===== src/design/dhf_pkg.sv =====
`timescale 1ns / 1ps
`default_nettype none
// ----------------------------------------------------------------------------
// dhf_pkg
// Shared types and constants for the depth hole fill and rigid transform.
// ----------------------------------------------------------------------------
package dhf_pkg;

    localparam int MAX_WIDTH       = 1024;
    localparam int MAX_HEIGHT      = 512;
    localparam int MAX_HALF_WINDOW = 7;

    localparam int COL_W   = 10;
    localparam int ROW_W   = 9;
    localparam int ADDR_W  = COL_W + ROW_W;
    localparam int PT_W    = 16;
    localparam int ENTRY_W = 3 * PT_W + 1;
    localparam int REG_W   = 48;
    localparam int HW_W    = 3;
    localparam int FW_W    = 11;
    localparam int FH_W    = 10;
    localparam int CNT_W   = 8;
    localparam int SUM_W   = 24;
    localparam int ACC_W   = 35;
    localparam int QDEPTH  = 4;
    localparam int QPTR_W  = 2;

    localparam int IN_TDATA_W  = 72;
    localparam int OUT_TDATA_W = 64;

    typedef enum logic [1:0] {
        CMD_LOAD,
        CMD_QUERY,
        CMD_OUTSIDE
    } cmd_kind_t;

    typedef struct packed {
        cmd_kind_t               kind;
        logic [COL_W-1:0]        col;
        logic [ROW_W-1:0]        row;
        logic signed [PT_W-1:0]  x;
        logic signed [PT_W-1:0]  y;
        logic signed [PT_W-1:0]  z;
        logic                    present;
    } cmd_t;

    typedef enum logic [2:0] {
        REG_TRANSFORM_READY,
        REG_ROTATION_ROW_X,
        REG_ROTATION_ROW_Y,
        REG_ROTATION_ROW_Z,
        REG_TRANSLATION_XYZ,
        REG_HALF_WINDOW,
        REG_FRAME_WIDTH,
        REG_FRAME_HEIGHT
    } cfg_index_t;

    typedef struct packed {
        logic              ready;
        logic [REG_W-1:0]  rot_x;
        logic [REG_W-1:0]  rot_y;
        logic [REG_W-1:0]  rot_z;
        logic [REG_W-1:0]  trans;
        logic [HW_W-1:0]   half_window;
        logic [FW_W-1:0]   width_lim;
        logic [FH_W-1:0]   height_lim;
    } xform_cfg_t;

endpackage
`default_nettype wire


===== src/design/dhf_front.sv =====
`timescale 1ns / 1ps
`default_nettype none
// ----------------------------------------------------------------------------
// dhf_front
// Accepts input transactions, classifies them and queues them for the back end.
// ----------------------------------------------------------------------------
module dhf_front
    import dhf_pkg::*;
(
    input  wire logic                  clk,
    input  wire logic                  rst_n,
    input  wire logic                  s_tvalid,
    output logic                       s_tready,
    // col[9:0], row[18:10], x[34:19], y[50:35], z[66:51], present[67]
    input  wire logic [IN_TDATA_W-1:0] s_tdata,
    // op[0]
    input  wire logic                  s_tuser,
    input  wire logic [FW_W-1:0]       width_lim,
    input  wire logic [FH_W-1:0]       height_lim,
    output logic                       cmd_valid,
    output cmd_t                       cmd,
    input  wire logic                  cmd_pop
);

    cmd_t               queue_mem [QDEPTH];
    cmd_t               in_cmd;
    logic [QPTR_W-1:0]  wr_ptr_reg;
    logic [QPTR_W-1:0]  rd_ptr_reg;
    logic [QPTR_W:0]    count_reg;
    logic [QPTR_W:0]    count_next;
    logic               push;
    logic               in_frame;

    assign in_frame = ({1'b0, s_tdata[9:0]} < width_lim) &&
                      ({1'b0, s_tdata[18:10]} < height_lim);

    always_comb
    begin
        in_cmd.col     = s_tdata[9:0];
        in_cmd.row     = s_tdata[18:10];
        in_cmd.x       = s_tdata[34:19];
        in_cmd.y       = s_tdata[50:35];
        in_cmd.z       = s_tdata[66:51];
        in_cmd.present = s_tdata[67];
        if (!s_tuser)
            in_cmd.kind = CMD_LOAD;
        else if (in_frame)
            in_cmd.kind = CMD_QUERY;
        else
            in_cmd.kind = CMD_OUTSIDE;
    end

    assign s_tready  = (count_reg != (QPTR_W+1)'(QDEPTH));
    assign push      = s_tvalid && s_tready;
    assign cmd_valid = (count_reg != '0);
    assign cmd       = queue_mem[rd_ptr_reg];

    always_comb
    begin
        count_next = count_reg;
        if (push && !cmd_pop)
            count_next = count_reg + 1'b1;
        else if (!push && cmd_pop)
            count_next = count_reg - 1'b1;
    end

    always_ff @(posedge clk)
    begin
        if (push)
            queue_mem[wr_ptr_reg] <= in_cmd;
    end

    always_ff @(posedge clk or negedge rst_n)
    begin
        if (!rst_n)
        begin
            wr_ptr_reg <= '0;
            rd_ptr_reg <= '0;
            count_reg  <= '0;
        end
        else
        begin
            if (push)
                wr_ptr_reg <= wr_ptr_reg + 1'b1;
            if (cmd_pop)
                rd_ptr_reg <= rd_ptr_reg + 1'b1;
            count_reg <= count_next;
        end
    end

endmodule
`default_nettype wire


===== config.mk =====
export PLATFORM = sky130hd
export DESIGN_NAME = dhf_front
export DESIGN_NICKNAME = d
export VERILOG_FILES = /design/src/design/dhf_pkg.sv /design/src/design/dhf_front.sv
export SDC_FILE = /design/constraint.sdc
export NUM_CORES = 1
export LEC_CHECK = 0
export BUFFER_PORTS_ARGS = -buffer_cell sky130_fd_sc_hd__clkbuf_2
export CAP_MARGIN = 20
export CORE_MARGIN = 8
export CORE_UTILIZATION = 50
export DETAILED_ROUTE_END_ITERATION = 7
export MAX_ROUTING_LAYER = met4
export PLACE_DENSITY = 0.73
export SLEW_MARGIN = 40
export SYNTH_ARGS = -nofsm -noshare
export SYNTH_HDL_FRONTEND = slang
export SYNTH_SLANG_ARGS = --single-unit

===== constraint.sdc =====
create_clock -name clk -period 3.6 [get_ports clk]
set_input_delay 0.36 -clock clk [delete_from_list [all_inputs] [get_ports clk]]
set_output_delay 0.36 -clock clk [all_outputs]
set_load 0.05 [all_outputs]

==> flow_summary.json <==
{
  "dieArea_um2": 27100,
  "cts_tree": "built",
  "period_minus_slack_ns": 2.71,
  "hp-class": "in -> reg",
  "synth_top_area_share": 0.762,
  "wl_mm": 20.2,
  "syn_to_final_growth_pct": 19.2,
  "reg2reg_from": "count_reg[0]",
  "p_per_area_nw_per_um2": 922,
  "period_share": 0.752,
  "final_nets": 778,
  "synth_area_leaders": "edfxtp_1 76%, mux4_2 14%, ha_1 2.5%",
  "cts-buffers-inserted": 29,
  "fmax_mhz": 370,
  "place.gp.congestion": 0.801,
  "clkLatencyLatePin_ns": 0.53,
  "drc_errors": 0,
  "start_util": 0.507,
  "gr-usage-met2": 0.257,
  "synth_fp_nets": 587,
  "r2r_slack_ns": 1.39,
  "dp_hpwl_mm": 13.4,
  "setup_viol": 0,
  "drive_gt1_frac": 0.426,
  "synth_cells": 466,
  "yosysWarnings": 0,
  "syn_area_um2": 11000,
  "end_kind": "primary output",
  "die_x_um": 165,
  "whs_ns": 0.0494,
  "clkTransAtPathRegs_ns": 0.06,
  "worstMarginPinSlew_ns": 0.575,
  "reg2reg_depth": 9,
  "slew_headroom": 0.616,
  "final_cells": 953,
  "largest_register_ffs": 280,
  "cp-startpoint": "rd_ptr_reg[0]",
  "rows": 54,
  "p_leak_nw": 4.72,
  "crit_slowest_cell": "mux4_2",
  "first_iter_violations": 307,
  "criticalPathCategory": "reg -> out",
  "io-pin-count": 170,
  "routed_via_density": 5.42,
  "post-place-cells": 905,
  "synth-edff-count": 280,
  "postRouteAntennaNets": 0,
  "max_stage_delay_ns": 0.60,
  "use_met3": 0.0374,
  "status": "finished clean",
  "synthFlopType": "edfxtp_1",
  "cts_resized": 0,
  "finalHoldViolations": 0,
  "skew_ns": 0.0190,
  "fill_cells": 1533,
  "ys_seq_elements": 287,
  "worstReg2RegEnd": "count_reg[2]",
  "cp.required_ns": 3.24,
  "slew_violations": 0,
  "vdd_drop_max_mv": 0.509,
  "antenna_cells": 0,
  "avgSynthCellArea_um2": 23.7,
  "synthArstFlopShare": 0.0244,
  "dr.pass1.iters": 5,
  "core_area_um2": 21800,
  "port_buffers": 165,
  "antenna_found_initial": 0,
  "grt_pass1_wl_mm": 32.0,
  "vias": 5169,
  "netlist-cell-type-count": 34,
  "utilization": 0.604,
  "yosysTopAreaCell": "edfxtp_1",
  "dieHeight_um": 165,
  "finalSetupTns_ns": 0,
  "critPathLaunchType": "flip-flop",
  "yosysSeqAreaShare": 0.778,
  "use_met1": 0.198,
  "crit_end": "cmd[50]",
  "htreeDepth": 1,
  "clockBufferDepth": 3,
  "rsz0062_at_grt": "no",
  "grt.overflow.total": 0,
  "grt_max_degree": 71,
  "p_total_w": 0.0121,
  "cts_sinks": 287,
  "crit_fanout": 70,
  "clockRootBuffer": "clkbuf_16",
  "first_global_vias": 5928,
  "grt_use_total": 0.157,
  "wl_per_cell_um": 21.2,
  "cap_violations": 0,
  "cp_data_arrival_time_ns": 2.35,
  "path_cells": "buf_12 -> mux4_2 -> clkbuf_2",
  "top_usage_layer": "met2"
}
==> cell families after synthesis <==
family          Yosys count  synth area share
mux                      71             0.145
buf+inv                  39            0.0251
fa+ha+maj                23            0.0268
simple gates             24            0.0116
compound gates           16           0.00896
flops                   287             0.778
xor+xnor                  6           0.00477
==> through the flow <==
stage	instance area (µm²)	setup WS, ns
after floorplan	11000	0.521
after global placement	12100	1.39
after detailed placement	12200	1.39
after CTS	13100	0.815
after global routing	13100	0.750
final	13100	0.894
==> where the power goes <==
part           switching (W)  internal, W
logic                0.00323      0.00142
clock network        0.00115      0.00168
registers           0.000239      0.00441
==> layout by cell type (no fill, tap or decap), types with 5 or more instances in the layout <==
cell type,n
buf_12,10
dfrtp_1,5
clkbuf_16,29
edfxtp_1,280
clkbuf_1,6
nand2_1,6
inv_1,23
clkbuf_2,165
mux4_2,68
nor2_1,6
ha_1,22
==> routing by layer <==
layer  wire, µm  vias up
met2      10000      185
met5          0        -
li1           -     2323
met3       1610       33
met4        301        0
met1       8280     2628
==> synth_stat cells, drive strengths merged (2+ instances only) <==
library cell	number
a21o	2
dfrtp	7
xor2	3
o21ai	4
xnor2	3
o21a	2
nor2	6
ha	22
nand2	6
inv	23
and3	4
mux4	70
buf	15
edfxtp	280
a21oi	4
==> critical path, delay by kind of cell, from the launching register on <==
family   cells  cell delay [ns]
buf+inv      2             0.73
mux          1             0.60
flops        1             0.44
==> worst min path at each step <==
stage,from,endpoint,cells past startpoint
global placement,rst_n,count_reg[2],1
floorplan,rst_n,count_reg[0],0
finish,s_tdata[57],queue_mem[3][7],1
global route,s_tdata[35],queue_mem[2][17],1
CTS,s_tdata[67],queue_mem[3][0],1
detailed placement,rst_n,count_reg[2],1
==> area by class of cell <==
| cell class | count | area (µm²) | share of cell area |
|---|---|---|---|
| Clock buffer | 35 | 748 | 0.0569 |
| Clock inverter | 12 | 144 | 0.0109 |
| Inverter | 23 | 86.3 | 0.00657 |
| Multi-Input combinational cell | 140 | 2190 | 0.167 |
| Sequential cell | 287 | 8590 | 0.654 |
| Tap cell | 280 | 350 | 0.0267 |
| Timing Repair Buffer | 176 | 1040 | 0.0788 |
==> repair_timing <==
item,4_1_cts,5_1_grt
buffers inserted,0,0
hold buffers,1,0
hold endpoints to repair,7,0
No activity file was read; power rests on OpenSTA's default activity.
